## src/hdl/spimd_pkg.sv

```systemverilog
// shared types and constants for the spi master with clock divider
package spimd_pkg;

    localparam int WORD_BITS = 32;
    localparam int DIV_BITS  = 16;
    localparam int IDX_BITS  = $clog2(WORD_BITS);

    localparam int ADDR_BITS = 3;
    localparam int DATA_BITS = 32;

    // register byte addresses
    localparam logic [ADDR_BITS-1:0] REG_CLOCK_DIVIDE = 3'd0;

    // input item, first field in the highest bits
    typedef struct packed {
        logic                 serial_in;
        logic [IDX_BITS-1:0]  last_bit_index;
        logic [WORD_BITS-1:0] tx_word;
        logic                 start_req;
        logic                 run_enable;
    } t_in_item;

    // result item, first field in the highest bits
    typedef struct packed {
        logic                 serial_out;
        logic                 serial_clock;
        logic                 chip_select_n;
        logic                 done_res;
        logic [WORD_BITS-1:0] rx_word;
    } t_out_item;

    localparam int IN_BITS  = $bits(t_in_item);
    localparam int OUT_BITS = $bits(t_out_item);
    localparam int IN_TDATA_BITS  = ((IN_BITS + 7) / 8) * 8;
    localparam int OUT_TDATA_BITS = ((OUT_BITS + 7) / 8) * 8;

endpackage

```

## src/hdl/spi_master_with_clock_divider.sv

```systemverilog
// top level of the mode 3 spi master with clock divider
//
// usage
//  - each transfer on the slave stream is one system tick of the spi master;
//    every accepted tick produces exactly one result transfer on the master
//    stream, in order
//  - slave tdata carries run_enable, start_req, tx_word, last_bit_index and
//    serial_in; master tdata carries rx_word, done_res, chip_select_n,
//    serial_clock and serial_out
//  - the apb port holds clock_divide at byte address 0 (serial clock
//    half-period in ticks minus one); write it only while the block is idle
//  - a tick accepted from the slave stream is registered at the input stage,
//    stepped through the sequencer when the output register is free or
//    draining, and its result then lands in the output register
//  - throughput: one tick per cycle while the master stream does not stall;
//    the sequencer state and the divider advance once per tick, so back-to-back ticks stream without gaps
//  - reset (synchronous, active low) clears both stages, the divider,
//    the sequencer and clock_divide; pins come up idle high
//  - when the receiver stalls the result stays in the output register,
//    one further tick is held in the input stage, and then s_axis_tready
//    drops until the master side moves again
module spi_master_with_clock_divider (
    input  logic                                     i_clk,
    input  logic                                     i_rst_n,
    // slave stream
    input  logic                                     s_axis_tvalid,
    output logic                                     s_axis_tready,
    // run_enable[0], start_req[1], tx_word[33:2], last_bit_index[38:34],
    // serial_in[39]
    input  logic [spimd_pkg::IN_TDATA_BITS-1:0]      s_axis_tdata,
    // master stream
    output logic                                     m_axis_tvalid,
    input  logic                                     m_axis_tready,
    // rx_word[31:0], done_res[32], chip_select_n[33], serial_clock[34],
    // serial_out[35], zero fill[39:36]
    output logic [spimd_pkg::OUT_TDATA_BITS-1:0]     m_axis_tdata,
    // configuration
    input  logic                                     psel,
    input  logic                                     penable,
    input  logic                                     pwrite,
    input  logic [spimd_pkg::ADDR_BITS-1:0]          paddr,
    input  logic [spimd_pkg::DATA_BITS-1:0]          pwdata,
    output logic [spimd_pkg::DATA_BITS-1:0]          prdata,
    output logic                                     pready
);
    import spimd_pkg::*;

    logic [DIV_BITS-1:0] r_clock_divide;
    logic                r_in_valid;
    t_in_item            r_in_item;
    logic                r_out_valid;
    t_out_item           r_out_item;
    logic                step;
    logic                in_take;
    logic                tick_pending;
    t_out_item           core_result;

    // configuration register
    assign pready = 1'b1;

    always_ff @(posedge i_clk) begin
        if (!i_rst_n) begin
            r_clock_divide <= '0;
        end else if (psel && penable && pwrite && (paddr == REG_CLOCK_DIVIDE)) begin
            r_clock_divide <= pwdata[DIV_BITS-1:0];
        end
    end

    always_comb begin
        prdata = '0;
        if (paddr == REG_CLOCK_DIVIDE) begin
            prdata = DATA_BITS'(r_clock_divide);
        end
    end

    // a tick steps the sequencer when the output register is free or draining
    assign step          = r_in_valid && (!r_out_valid || m_axis_tready);
    assign s_axis_tready = !r_in_valid || step;
    assign in_take       = s_axis_tvalid && s_axis_tready;

    // input stage
    always_ff @(posedge i_clk) begin
        if (!i_rst_n) begin
            r_in_valid <= 1'b0;
        end else if (s_axis_tready) begin
            r_in_valid <= s_axis_tvalid;
        end
    end

    always_ff @(posedge i_clk) begin
        if (in_take) begin
            r_in_item <= t_in_item'(s_axis_tdata[IN_BITS-1:0]);
        end
    end

    spimd_div u_div (
        .i_clk          (i_clk),
        .i_rst_n        (i_rst_n),
        .i_step         (step),
        .i_run_enable   (r_in_item.run_enable),
        .i_clock_divide (r_clock_divide),
        .o_tick_pending (tick_pending)
    );

    spimd_core u_core (
        .i_clk          (i_clk),
        .i_rst_n        (i_rst_n),
        .i_step         (step),
        .i_item         (r_in_item),
        .i_tick_pending (tick_pending),
        .o_result       (core_result)
    );

    // output register
    always_ff @(posedge i_clk) begin
        if (!i_rst_n) begin
            r_out_valid <= 1'b0;
        end else if (step) begin
            r_out_valid <= 1'b1;
        end else if (m_axis_tready) begin
            r_out_valid <= 1'b0;
        end
    end

    always_ff @(posedge i_clk) begin
        if (step) begin
            r_out_item <= core_result;
        end
    end

    assign m_axis_tvalid = r_out_valid;
    assign m_axis_tdata  = OUT_TDATA_BITS'(r_out_item);

endmodule

```

## src/hdl/spimd_div.sv

```systemverilog
// serial clock divider with one-tick delayed pulse
module spimd_div (
    input  logic                          i_clk,
    input  logic                          i_rst_n,
    input  logic                          i_step,
    input  logic                          i_run_enable,
    input  logic [spimd_pkg::DIV_BITS-1:0] i_clock_divide,
    output logic                          o_tick_pending
);
    import spimd_pkg::*;

    logic [DIV_BITS-1:0] r_divide_count;
    logic [DIV_BITS-1:0] n_divide_count;
    logic                r_tick_pending;
    logic                n_tick_pending;

    always_comb begin
        n_divide_count = r_divide_count;
        n_tick_pending = r_tick_pending;
        if (!i_run_enable) begin
            n_divide_count = '0;
            n_tick_pending = 1'b0;
        end else if (r_divide_count != i_clock_divide) begin
            // wraps when the divide value was lowered below the count
            n_divide_count = r_divide_count + DIV_BITS'(1);
            n_tick_pending = 1'b0;
        end else begin
            n_divide_count = '0;
            n_tick_pending = 1'b1;
        end
    end

    always_ff @(posedge i_clk) begin
        if (!i_rst_n) begin
            r_divide_count <= '0;
            r_tick_pending <= 1'b0;
        end else if (i_step) begin
            r_divide_count <= n_divide_count;
            r_tick_pending <= n_tick_pending;
        end
    end

    assign o_tick_pending = r_tick_pending;

endmodule

```

## src/hdl/spimd_core.sv

```systemverilog
// mode 3 transfer sequencer: alignment, bit shifting and pin state
module spimd_core (
    input  logic                 i_clk,
    input  logic                 i_rst_n,
    input  logic                 i_step,
    input  spimd_pkg::t_in_item  i_item,
    input  logic                 i_tick_pending,
    output spimd_pkg::t_out_item o_result
);
    import spimd_pkg::*;

    localparam logic [2:0] PH_IDLE   = 3'd0;
    localparam logic [2:0] PH_ALIGN  = 3'd1;
    localparam logic [2:0] PH_HIGH   = 3'd2;
    localparam logic [2:0] PH_LOW    = 3'd3;
    localparam logic [2:0] PH_FINISH = 3'd4;
    localparam logic [2:0] PH_END    = 3'd5;

    localparam logic [IDX_BITS-1:0] TOP_INDEX = IDX_BITS'(WORD_BITS - 1);

    logic [2:0]           r_phase,       n_phase;
    logic [WORD_BITS-1:0] r_tx_shift,    n_tx_shift;
    logic [IDX_BITS-1:0]  r_align_count, n_align_count;
    logic [IDX_BITS-1:0]  r_bits_left,   n_bits_left;
    logic [WORD_BITS-1:0] r_rx_shift,    n_rx_shift;
    logic                 r_done,        n_done;
    logic                 r_select,      n_select;
    logic                 r_sck,         n_sck;
    logic                 r_mosi,        n_mosi;

    always_comb begin
        n_phase       = r_phase;
        n_tx_shift    = r_tx_shift;
        n_align_count = r_align_count;
        n_bits_left   = r_bits_left;
        n_rx_shift    = r_rx_shift;
        n_done        = r_done;
        n_select      = r_select;
        n_sck         = r_sck;
        n_mosi        = r_mosi;
        if (!i_item.run_enable) begin
            n_phase       = PH_IDLE;
            n_tx_shift    = '0;
            n_align_count = '0;
            n_bits_left   = '0;
            n_rx_shift    = '0;
            n_done        = 1'b0;
            n_select      = 1'b1;
            n_sck         = 1'b1;
            n_mosi        = 1'b1;
        end else begin
            unique case (r_phase)
                PH_IDLE: begin
                    n_select = 1'b1;
                    n_sck    = 1'b1;
                    n_mosi   = 1'b1;
                    if (i_item.start_req) begin
                        n_phase       = PH_ALIGN;
                        n_done        = 1'b0;
                        n_select      = 1'b0;
                        n_tx_shift    = i_item.tx_word;
                        n_align_count = i_item.last_bit_index;
                        n_bits_left   = i_item.last_bit_index;
                        n_rx_shift    = '0;
                    end
                end
                PH_ALIGN: begin
                    // left-justify one place per tick
                    if (r_align_count >= TOP_INDEX) begin
                        n_phase = PH_HIGH;
                    end else begin
                        n_tx_shift    = {r_tx_shift[WORD_BITS-2:0], 1'b0};
                        n_align_count = r_align_count + IDX_BITS'(1);
                    end
                end
                PH_HIGH: begin
                    // falling edge drives mosi
                    if (i_tick_pending) begin
                        n_phase = PH_LOW;
                        n_sck   = 1'b0;
                        n_mosi  = r_tx_shift[WORD_BITS-1];
                    end
                end
                PH_LOW: begin
                    // rising edge samples miso
                    if (i_tick_pending) begin
                        if (r_bits_left == '0) begin
                            n_phase = PH_FINISH;
                        end else begin
                            n_phase     = PH_HIGH;
                            n_bits_left = r_bits_left - IDX_BITS'(1);
                            n_tx_shift  = {r_tx_shift[WORD_BITS-2:0], 1'b0};
                        end
                        n_sck      = 1'b1;
                        n_rx_shift = {r_rx_shift[WORD_BITS-2:0], i_item.serial_in};
                    end
                end
                PH_FINISH: begin
                    if (i_tick_pending) begin
                        n_phase  = PH_END;
                        n_select = 1'b1;
                        n_sck    = 1'b1;
                        n_mosi   = 1'b0;
                    end
                end
                PH_END: begin
                    if (i_tick_pending) begin
                        n_phase = PH_IDLE;
                        n_done  = 1'b1;
                    end
                end
                default: begin
                    n_phase = PH_IDLE;
                end
            endcase
        end
    end

    always_ff @(posedge i_clk) begin
        if (!i_rst_n) begin
            r_phase       <= PH_IDLE;
            r_tx_shift    <= '0;
            r_align_count <= '0;
            r_bits_left   <= '0;
            r_rx_shift    <= '0;
            r_done        <= 1'b0;
            r_select      <= 1'b1;
            r_sck         <= 1'b1;
            r_mosi        <= 1'b1;
        end else if (i_step) begin
            r_phase       <= n_phase;
            r_tx_shift    <= n_tx_shift;
            r_align_count <= n_align_count;
            r_bits_left   <= n_bits_left;
            r_rx_shift    <= n_rx_shift;
            r_done        <= n_done;
            r_select      <= n_select;
            r_sck         <= n_sck;
            r_mosi        <= n_mosi;
        end
    end

    // the result of a tick is the state it leaves behind
    always_comb begin
        o_result.rx_word       = n_rx_shift;
        o_result.done_res      = n_done;
        o_result.chip_select_n = n_select;
        o_result.serial_clock  = n_sck;
        o_result.serial_out    = n_mosi;
    end

endmodule

```

## config.mk

```make
export PLATFORM = sky130hd
export DESIGN_NAME = spi_master_with_clock_divider
export DESIGN_NICKNAME = d
export VERILOG_FILES = /design/src/hdl/spimd_pkg.sv /design/src/hdl/spi_master_with_clock_divider.sv /design/src/hdl/spimd_div.sv /design/src/hdl/spimd_core.sv
export SDC_FILE = /design/constraint.sdc
export NUM_CORES = 1
export LEC_CHECK = 0
export BUFFER_PORTS_ARGS = -buffer_cell sky130_fd_sc_hd__buf_2
export CAP_MARGIN = 20
export CORE_MARGIN = 1
export CORE_UTILIZATION = 60
export DETAILED_ROUTE_END_ITERATION = 8
export PLACE_DENSITY = 0.82
export SETUP_SLACK_MARGIN = 0.1
export SLEW_MARGIN = 20
export SYNTH_ARGS = -nofsm -noshare
export SYNTH_HDL_FRONTEND = slang
export SYNTH_SLANG_ARGS = --single-unit
```

## constraint.sdc

```tcl
create_clock -name i_clk -period 7.4 [get_ports i_clk]
set_input_delay 0.37 -clock i_clk [delete_from_list [all_inputs] [get_ports i_clk]]
set_output_delay 0.37 -clock i_clk [all_outputs]
set_load 0.02 [all_outputs]
```

Yosys cells after proc, flatten, opt, wreduce, memory -nomap -nowiden
Index checks and enable logic that the tools add are counted.
- register bits: 192
- logic and storage cells: 113
- input bits: 82
- output and inout bits: 75
- mux-type cells: 50
- order comparisons: 1
- equality and inequality tests: 17
- reduce and logical (&&, ||, !) cells: 18
- $add $sub $neg: 3
- operators by type and width (cell ; count):
    2-to-1 mux 32 bit ; 8
    one-hot mux 32 bit (3 select lines) ; 1
    one-hot mux 32 bit (2 select lines) ; 1
    2-to-1 mux 16 bit ; 3
    2-to-1 mux 5 bit ; 6
    2-to-1 mux 3 bit ; 8
    != test 3 bit, second input constant ; 7
    one-hot mux 5 bit (2 select lines) ; 2
    one-hot mux 3 bit (6 select lines) ; 1
    adder 16 x 1 -> 16 bit, second input constant ; 1
    2-to-1 mux 1 bit ; 16
    != test 16 bit ; 1
    AND reduction 7 bit ; 1
    equality test 3 x 2 -> 1 bit, second input constant ; 2
    equality test 3 bit, second input constant ; 2
    logical NOT 3 bit ; 2
    != test 3 x 1 -> 1 bit, second input constant ; 2
    one-hot mux 1 bit (3 select lines) ; 2
    AND reduction 6 bit ; 1
    adder 5 x 1 -> 5 bit, second input constant ; 1
    >= comparator 5 bit, second input constant ; 1
    logical AND 1 bit ; 5
    logical NOT 5 bit ; 1
    AND reduction 5 bit ; 1
    other kinds (10) ; 13

Depth between registers and ports, before layout
Gate-level depths: netlist of run 1.
- word-level depth: 5
- depth in mapped cells: 9

By module
A second synthesis of run 1 with hierarchy kept.
- cell total of the unflattened synthesis: 770
- area, all modules: 8689.6 um^2
- by module, submodules not included (module ; cells each ; area an instance (um^2) ; times used):
    spimd_core ; 454 ; 4389.2 ; 1
    spi_master_with_clock_divider ; 197 ; 3316.9 ; 1
    spimd_div ; 119 ; 983.4 ; 1

Least setup slack after synthesis of run 1
No wires, ideal clock.
- kind: flip-flop to flip-flop
- start point: reg r_out_valid, in the netlist m_axis_tvalid
- end point: reg u_div.r_divide_count[2]
- cell stages (with the launch flop): 8
- slack: 4.902 ns
- buffers on the path: 1
- arrival time: 2.374 ns
- required time: 7.276 ns
- setup time: 0.124 ns
- cells stage by stage: dfxtp_1 nand2b_1 nand2_1 inv_2 buf_1 nand2_1 xor2_1 nor2_1
- word-level cells in the longest chain between the ends: 3
- ends and longest elaborated chain (item ; line ; source):
    start: declaration ; spi_master_with_clock_divider.sv:51 ; logic r_out_valid;
    start signal: assignment ; spi_master_with_clock_divider.sv:117 ; r_out_valid <= 1'b0;
    start signal: assignment ; spi_master_with_clock_divider.sv:119 ; r_out_valid <= 1'b1;
    start signal: assignment ; spi_master_with_clock_divider.sv:121 ; r_out_valid <= 1'b0;
    logical NOT 1 bit ; spi_master_with_clock_divider.sv:77 ; assign step = r_in_valid && (!r_out_valid || m_axis_tready);
    logical OR 1 bit ; spi_master_with_clock_divider.sv:77 ;
    logical AND 1 bit ; spi_master_with_clock_divider.sv:77 ;
    net step ; spi_master_with_clock_divider.sv:53 ; logic step;
    end signal: assignment ; spimd_div.sv:38 ; r_divide_count <= n_divide_count;
    end: declaration ; spimd_div.sv:12 ; logic [DIV_BITS-1:0] r_divide_count;
The timed path passes the listed nets, and every way through them passes these cells.
A chain may end at the register's enable or synchronous reset.

Worst setup path in the final report of run 1
- start point: reg r_out_valid, in the netlist m_axis_tvalid
- end point: reg u_core.r_tx_shift[3]
- word-level cells in the longest chain between the ends: 4
- ends and longest elaborated chain (item ; line ; source):
    logical NOT 1 bit ; spi_master_with_clock_divider.sv:77 ;
    logical OR 1 bit ; spi_master_with_clock_divider.sv:77 ;
    logical AND 1 bit ; spi_master_with_clock_divider.sv:77 ;
    AND reduction 6 bit (no source line) ; n/a ;
    end signal: assignment ; spimd_core.sv:132 ; r_tx_shift <= n_tx_shift;
    end: declaration ; spimd_core.sv:22 ; logic [WORD_BITS-1:0] r_tx_shift, n_tx_shift;
Every way passes these cells.

==> results of run 1 <==
## worst min path at each step
stage / end / cells after the start
final: r_in_item[10] / 1
after global placement: u_core.r_tx_shift[10] / 2
after floorplan: u_core.r_tx_shift[10] / 2
after detailed placement: u_core.r_done / 2
after CTS: r_in_item[31] / 1
after global routing: r_in_item[8] / 1
## final cells by class
class                      instances  area, um^2
fill                            1073        4486
tap                              184       230.2
timing repair buffer             126       660.6
clock inverter                    12       146.4
inverter                          11       42.54
clock buffer                      20       456.7
sequential                       192        4604
multi-input combinational        605        3908
## cells in the final DEF (no fill, tap or decap), types with 5 or more instances in the layout
master / instances
nor4_1: 9
nor3_1: 9
xnor2_1: 15
clkbuf_16: 17
buf_4: 6
buf_2: 119
conb_1: 21
mux2_2: 24
inv_1: 7
nand3_1: 9
o21ai_0: 11
nor2_1: 59
inv_6: 5
mux2i_1: 38
o31ai_1: 34
o211ai_1: 7
mux2_1: 7
a22oi_2: 30
edfxtp_1: 76
nand4_1: 7
nand2_1: 158
dfxtp_1: 116
a21oi_1: 31
xor2_1: 19
and2_1: 49
## worst register-to-register path: stages (launching register included)
cell and delay [ns]:
dfxtp_1 0.36, nand2b_1 0.12, nand2_2 0.08, buf_4 0.62, clkinv_2 0.92, nand2_1 0.32
a31o_4 0.53, mux2i_1 0.35
## flip-flops by register name (all words and copies together), names as in the netlist, 3 cells and up
signal / flops
r_in_item: 40
m_axis_tdata: 36
u_core.r_rx_shift: 32
u_core.r_tx_shift: 32
r_clock_divide: 16
u_div.r_divide_count: 16
u_core.r_align_count: 5
u_core.r_bits_left: 5
u_core.r_phase: 3
## metrics by stage
step | worst slack [ns] | hold slack, ns
after global placement | 4.013 | 0.4416
after CTS | 4.042 | 0.09831
final | 4.022 | 0.1134
after detailed placement | 3.914 | 0.4492
after global routing | 3.711 | 0.08997
after floorplan | 4.902 | 0.4339
## cells by family (layout without fill, tap and decap cells)
kind of cell    count (synthesis)  in the layout
compound gates                144            144
xor+xnor                       34             34
fa+ha+maj                       4              4
buf+inv                        94            169
flops                         192            192
mux                            69             69
other cells                     2             21
simple gates                  333            333
## layer usage
layer / track usage / vias up
met1: 0.2775 / 3021
li1: - / 3182
met2: 0.3757 / 170
met3: 0.04181 / 35
met4: 0.08788 / 0
met5: 0 / -
## power breakdown
group          leakage (nW)  internal (W)  switching [W]
Sequential             1.64       0.00113      0.0000170
Clock                 0.287      0.000524       0.000399
Combinational          1.98     0.0000570       0.000108
==> impl_metrics.ini, run 1 <==
[sta]
setup-violations-final = 0
worst_pin_slew_ns = 0.9681
rsz0062_at_grt = no
fmax_mhz = 296.0
fin_crit_sh = 0.4565
finalHoldViolCount = 0
report.final.slew_viol_count = 0
slew-limit-headroom = 0.3546
finalCriticalPeriod_ns = 3.378
tns_ns = 0
skew_ns = 0.009574

[global_routing]
grt_pass1_wl_um = 28190
grt-ovfl-total = 0
antenna_found_initial = 0
grt_use_total = 0.2213
grt_pass1_vias = 6107
grt_max_degree = 80

[clock_network]
cts_buffers = 17
holdBufCountCts = 0
clkLatencyLatePin_ns = 0.43
cts_tree = yes
clock_path_buffers = 2
clkSinkCount = 192
postCtsSetupRepairBufs = 0
cts_resized = 0
cts-root-buf = clkbuf_16
htree_levels = 4
path_clk_slew_ns = 0.07

[route]
drc = 0
vias = 6408
routed.top_layer = met4
drtIter0Drc = 509
wl_met2_um = 8179
wl_met3_um = 666
wl_um = 16670
vias_per_cell = 5.572
wl_met1_um = 7442
drt_pre_antenna_iters = 5
routedWlPerCell_um = 14.49
final_antenna_net_count = 0

[power]
power.density_nw_per_um2 = 222.6
power_w = 0.002237
irDropWorstVdd_mv = 0.1583
p_leak_nw = 3.907

[floorplanning]
dieArea_um2 = 15440
die_width_um = 124.2
die_y_um = 124.2
ios = 157
row_count = 44
start_util = 0.6169
core_area_um2 = 14530

[critical_path]
cp.required_ns = 7.73
cp-end-kind = register
critPathArrivalTime_ns = 3.71
worstSetupEndpoint = u_core.r_tx_shift[3]
crit_chain = nand2b_1 -> nand2_2 -> buf_4 -> clkinv_2 -> nand2_1 -> a31o_4 -> mux2i_1
r2r_start = m_axis_tvalid
crit_start = m_axis_tvalid
r2r_cells = 7
crit_path_max_fanout = 79
cp.depth = 7
crit_buf_inv = 2
r2r-end = u_core.r_tx_shift[3]
slowest_stage = clkinv_2
crit_family = buffers and inverters
r2r_slack_ns = 4.02
worstSetupPathType = register to register
start_kind = register
critical_path.max_stage_delay_ns = 0.91

[logic_synthesis]
ys_top_cells_by_count = 159 x nand2_1, 116 x dfxtp_1, 76 x edfxtp_1, 61 x nor2_1, 50 x and2_1
synth-simple-area-share = 0.1761
synth_top_family_by_area = simple AND/OR/NAND/NOR gates
synthTopCellsByArea = dfxtp_1 26%, edfxtp_1 25%, nand2_1 6.7%
synth_xor_area_frac = 0.03321
synth_fa_ha_area_frac = 0.005582
ys_seq_elements = 192
synthCells = 872
yosys_warnings = 0
async_flop_share = 0
avgSynthCellArea_um2 = 10.28
synth-seq-area-share = 0.5135
yosys.area.top_type = dfxtp_1
synth-compound-area-share = 0.1282
synth_edf_count = 76
ys_types = 65
synth_top_area_frac = 0.2590
yosys.cell_count.top_type = nand2_1
synthMuxAreaShare = 0.08136
synth_area_um2 = 8966
synth_ff_type = dfxtp_1

[cells_and_area]
final_util = 0.6914
fin_nets = 1039
antennaDiodeCount = 0
area_delta_synth_final_pct = 12.07
drive_gt1_frac = 0.2433
final_cells = 1150
fin_area_um2 = 10050

[place]
io_buffer_count = 119
place_congestion = 0.8002
dpl.hpwl_um = 10270
placed_area_um2 = 9415
dp.cells = 1117

[min_path]
hp-class = input pin to register
min-delay-start = s_axis_tdata[10]

[flow_run]
maxCapViolCount = 0

[run_status]
status = finished, final reports clean
Note: power is estimated with default switching activity, not from simulation.
==> run 2, diff against run 1 <==
--- a/config.mk
+++ b/config.mk
@@ -8,9 +8,9 @@
 export BUFFER_PORTS_ARGS = -buffer_cell sky130_fd_sc_hd__buf_2
 export CAP_MARGIN = 20
 export CORE_MARGIN = 1
-export CORE_UTILIZATION = 60
+export CORE_UTILIZATION = 51
 export DETAILED_ROUTE_END_ITERATION = 8
-export PLACE_DENSITY = 0.82
+export PLACE_DENSITY = 0.74
 export SETUP_SLACK_MARGIN = 0.1
 export SLEW_MARGIN = 20
 export SYNTH_ARGS = -nofsm -noshare
==> constraint.sdc (replaced) <==
create_clock -name i_clk -period 2.8 [get_ports i_clk]
set_input_delay 0.14 -clock i_clk [delete_from_list [all_inputs] [get_ports i_clk]]
set_output_delay 0.14 -clock i_clk [all_outputs]
set_load 0.02 [all_outputs]
==> impl_metrics.ini, run 2 (synthesis gave the netlist of run 1 again) <==
[cells_and_area]
drive_gt1_frac = 0.2360
top_register = r_in_item
area_delta_synth_final_pct = 19.86
fill_cells = 1397
fin_nets = 1107
antennaDiodeCount = 0
largest_reg_flops = 40
seqCellArea_um2 = 4604
multi_input_area_um2 = 3899
final_cell_mix = 158 x nand2_1, 119 x buf_2, 116 x dfxtp_1, 76 x edfxtp_1, 59 x nor2_1
final_common_cell = nand2_1

[floorplanning]
core_area_um2 = 17240
row_count = 48
die_width_um = 134.6
dieArea_um2 = 18110
ios = 157
start_util = 0.5202
die_y_um = 134.6

[sta]
finalCriticalPeriod_ns = 2.132
fmax_mhz = 468.9
worst_pin_slew_ns = 0.7836
report.final.slew_viol_count = 0
finalHoldViolCount = 0
tns_ns = 0
holdWs_ns = 0.1034
fin_crit_sh = 0.7616
skew_ns = 0.007319
setup-violations-final = 0
rsz0062_at_grt = no
slew-limit-headroom = 0.4776
worst_slack_ns = 0.6675

[critical_path]
crit_path_max_fanout = 5
worstSetupPathType = register to register
cp.required_ns = 3.15
start_kind = register
critPathArrivalTime_ns = 2.49
cp-end-kind = register

[power]
p_leak_nw = 4.197
power.density_nw_per_um2 = 556.2
irDropWorstVdd_mv = 0.4647
power_w = 0.005978

[global_routing]
grt_max_degree = 79
grt_use_total = 0.2041
grt-ovfl-total = 0
antenna_found_initial = 0
grt_pass1_wl_um = 29600
grt_pass1_vias = 6212

[route]
drtIter0Drc = 375
routedWlPerCell_um = 14.19
drt_pre_antenna_iters = 5
final_antenna_net_count = 0
drc = 0
vias_per_cell = 5.222
wl_um = 17860
vias = 6575

[clock_network]
clkLatencyLatePin_ns = 0.42
cts_buffers = 17
clock_path_buffers = 2
cts_tree = yes
path_clk_slew_ns = 0.07
cts-root-buf = clkbuf_16
clkSinkCount = 192
htree_levels = 4

[place]
io_buffer_count = 119
place_congestion = 0.8048
dpl.hpwl_um = 10850
dp_slack_ns = 0.7073

[min_path]
hp-class = input pin to register

[run_status]
status = finished, final reports clean

[flow_run]
maxCapViolCount = 0
==> run 2: cell types whose count changed in the layout (fill, tap and decap cells not counted), sizes merged <==
| cell | previous run | this run |
|---|---|---|
| dlygate4sd3 | 0 | 57 |
| buf | 126 | 137 |
| clkinv | 3 | 8 |
| inv | 15 | 11 |
| clkbuf | 20 | 18 |
| bufinv | 2 | 3 |
==> run 2: layer usage <==
metal,vias up,part of all wire,track usage
met2,144,0.49,0.3460
met4,0,0.015,0.06117
met3,25,0.036,0.04242
met1,3086,0.46,0.2625
met5,-,0,0
li1,3320,-,-
==> run 2: layout make-up <==
class,count,share of cell area
well taps,225,0.02620
clock buffers,18,0.03993
multi-input cells,605,0.3628
inverters,11,0.003842
flip-flops and latches,192,0.4285
clock inverters,14,0.01537
repair buffers,194,0.1234
==> run 2: critical path: stages, from the launching register on <==
cell       delay [ns]
dfxtp_1          0.35
ha_1             0.25
and3_1           0.19
ha_1             0.20
a311oi_2         0.39
o2111ai_1        0.29
a211o_1          0.28
a21oi_1          0.11
==> run 2: timing repair <==
item / in CTS / in global routing
endpoints found under the hold margin: 57 / 0
setup buffers: 0 / 0
gates resized for setup: 0 / 0
hold buffers: 57 / 0
==> run 2: path summary, 6_finish.rpt <==
path / slack [ns] / startpoint / to / cells after the start
worst min register to register: 0.46 / u_core.r_tx_shift[25] / u_core.r_tx_shift[25] / 2
worst max register to register: 0.67 / u_core.r_align_count[0] / u_core.r_align_count[3] / 7
worst min-delay path: 0.10 / m_axis_tready / m_axis_tvalid / 3
worst max-delay path: 0.67 / u_core.r_align_count[0] / u_core.r_align_count[3] / 7
==> run 2: power by group <==
part / internal, W / switching [W] / total, W / leakage [nW]
clock: 0.00140 / 0.00103 / 0.00243 / 0.281
sequential: 0.00299 / 0.0000385 / 0.00303 / 1.64
combinational: 0.000212 / 0.000306 / 0.000518 / 2.27
total: 0.00460 / 0.00137 / 0.00598 / 4.20
==> run 2: per-stage QoR <==
| stage | utilization | instances | cell area (um^2) |
|---|---|---|---|
| 4_1_cts | 0.6235 | 1259 | 10750 |
| 5_1_grt | 0.6235 | 1259 | 10750 |
| 2_1_floorplan | - | 891 | 9037 |
| 6_report | 0.6235 | 1259 | 10750 |
| 3_3_place_gp | 0.5559 | 1170 | 9582 |
| 3_5_place_dp | 0.5559 | 1170 | 9582 |
==> run 3, diff against run 2 <==
==> constraint.sdc (replaced) <==
create_clock -name i_clk -period 1.75 [get_ports i_clk]
set_input_delay 0.0875 -clock i_clk [delete_from_list [all_inputs] [get_ports i_clk]]
set_output_delay 0.0875 -clock i_clk [all_outputs]
set_load 0.02 [all_outputs]
==> impl_metrics.ini, run 3 (synthesis gave the netlist of run 1 again) <==
[place]
place_congestion = 0.8415
dpl.hpwl_um = 11600
dp_slack_ns = -0.1712
io_buffer_count = 119

[global_routing]
antenna_found_initial = 0
grt_pass1_vias = 6475
grt_pass1_wl_um = 31070
grt-ovfl-total = 0
grt_max_degree = 79
grt_use_total = 0.2161

[min_path]
hold_end = m_axis_tvalid
hp-class = input pin to register
holdPathStages = 3
min-delay-start = m_axis_tready

[route]
routedWlPerCell_um = 14.72
vias = 6875
vias_per_cell = 5.212
drtIter0Drc = 270
drt_pre_antenna_iters = 4
wl_um = 19420
final_antenna_net_count = 0
drc = 0

[floorplanning]
die_width_um = 134.6
start_util = 0.5202
ios = 157
dieArea_um2 = 18110
die_y_um = 134.6
core_area_um2 = 17240
row_count = 48

[sta]
skew_ns = 0.01109
holdWs_ns = 0.06880
rsz0062_at_grt = yes
setup-violations-final = 59
slew-limit-headroom = 0.5241
finalHoldViolCount = 0
finalCriticalPeriod_ns = 1.791
worst_slack_ns = -0.04120
report.final.slew_viol_count = 0
fmax_mhz = 558.3
worst_pin_slew_ns = 0.7139
fin_crit_sh = 1.024

[clock_network]
htree_levels = 4
clkSinkCount = 192
path_clk_slew_ns = 0.07
clkLatencyLatePin_ns = 0.44
clock_path_buffers = 2
cts_tree = yes
cts_buffers = 17
cts-root-buf = clkbuf_16

[power]
irDropWorstVdd_mv = 0.6748
seq_power_share = 0.496
power_switching_w = 0.002341
p_leak_nw = 4.600
swShare = 0.2398
combPwrFrac = 0.105
clkPwrFrac = 0.399
power.density_nw_per_um2 = 835.3
p_int_w = 0.007422

[cells_and_area]
area_delta_synth_final_pct = 30.37
final_cell_mix = 157 x nand2_1, 119 x buf_2, 100 x dfxtp_1, 76 x edfxtp_1, 58 x buf_4
largest_reg_flops = 40
drive_gt1_frac = 0.3309
fin_nets = 1167
final_common_cell = nand2_1
antennaDiodeCount = 0
top_register = r_in_item
fill_cells = 1298

[flow_run]
maxCapViolCount = 0

[run_status]
status = complete, but fails checks
violations = negative setup slack

[critical_path]
crit_start = u_core.r_bits_left[1]
crit_path_max_fanout = 10
r2r-end = u_core.r_tx_shift[9]
start_kind = register
r2r_cells = 7
critPathArrivalTime_ns = 2.15
r2r_start = u_core.r_bits_left[1]
r2r_slack_ns = -0.04
cp-end-kind = register
cp.required_ns = 2.11
worstSetupPathType = register to register
==> run 3: changes by cell type in the layout (fill, tap and decap cells not counted), moves of 7 or more <==
| cell | change |
|---|---|
| buf_4 | +42 |
| nor2_4 | +12 |
| dfxtp_1 | -16 |
| buf_12 | +7 |
| dfxtp_2 | +14 |
| nor2_1 | -11 |
==> run 3: worst max-delay path, stage by stage (launching register included) <==
cell and delay, ns:
dfxtp_2 0.33, inv_2 0.06, ha_4 0.12, or4b_4 0.46, nand4_1 0.12, a31o_4 0.24, buf_8 0.17, mux2i_1 0.20
==> run 3: through the flow <==
stage / TNS (ns) / total power (W) / util / instance area (um^2) / instances
6_report: -0.8105 / 0.009764 / 0.6781 / 11690 / 1319
5_1_grt: -7.197 / 0.01010 / 0.6781 / 11690 / 1319
4_1_cts: -0.3604 / 0.009791 / 0.6620 / 11410 / 1305
3_5_place_dp: -3.647 / 0.005761 / 0.5823 / 10040 / 1210
3_3_place_gp: -2.128 / 0.005750 / 0.5823 / 10040 / 1210
2_1_floorplan: 0 / 0.005510 / - / 9110 / 891
==> run 3: worst max path at each step <==
stage	slack [ns]	depth (start not counted)	endpoint
after floorplan	0.02	8	u_core.r_tx_shift[10]
after global placement	-0.11	5	u_core.r_tx_shift[31]
after detailed placement	-0.17	5	u_core.r_tx_shift[30]
after CTS	-0.04	7	u_core.r_tx_shift[0]
after global routing	-0.12	8	u_div.r_divide_count[15]
final	-0.04	7	u_core.r_tx_shift[9]
==> run 3: what timing repair did <==
| action | CTS | global route |
|---|---|---|
| setup buffers | 3 | 13 |
| endpoints found under the setup margin | 125 | 125 |
| endpoints found under the hold margin | 57 | 0 |
| gates resized for setup | 30 | 43 |
| hold buffers | 57 | 0 |
| pin swaps | 9 | 23 |
| gates cloned | 3 | 1 |
==> run 3: routing by layer <==
metal / track usage / up-vias / part of all wire
li1: - / 3452 / -
met1: 0.2804 / 3259 / 0.46
met2: 0.3647 / 142 / 0.50
met3: 0.03716 / 22 / 0.035
met4: 0.07428 / 0 / 0.013
met5: 0 / - / 0
==> run 3: power groups by stage <==
stage               Clock, W  Combinational (W)  Sequential [W]
global placement           0           0.000808         0.00494
global route         0.00414            0.00110         0.00486
detailed placement         0           0.000815         0.00495
finish               0.00390            0.00102         0.00484
floorplan                  0           0.000528         0.00498
CTS                  0.00398           0.000968         0.00485
==> run 3: layout make-up <==
class | instances | area (um^2) | share of cell area
timing repair buffer | 254 | 1972 | 0.1687
sequential | 192 | 4629 | 0.3961
clock inverter | 13 | 153.9 | 0.01317
inverter | 11 | 41.29 | 0.003532
clock buffer | 19 | 442.9 | 0.03789
multi-input combinational | 605 | 4168 | 0.3566
tap | 225 | 281.5 | 0.02408
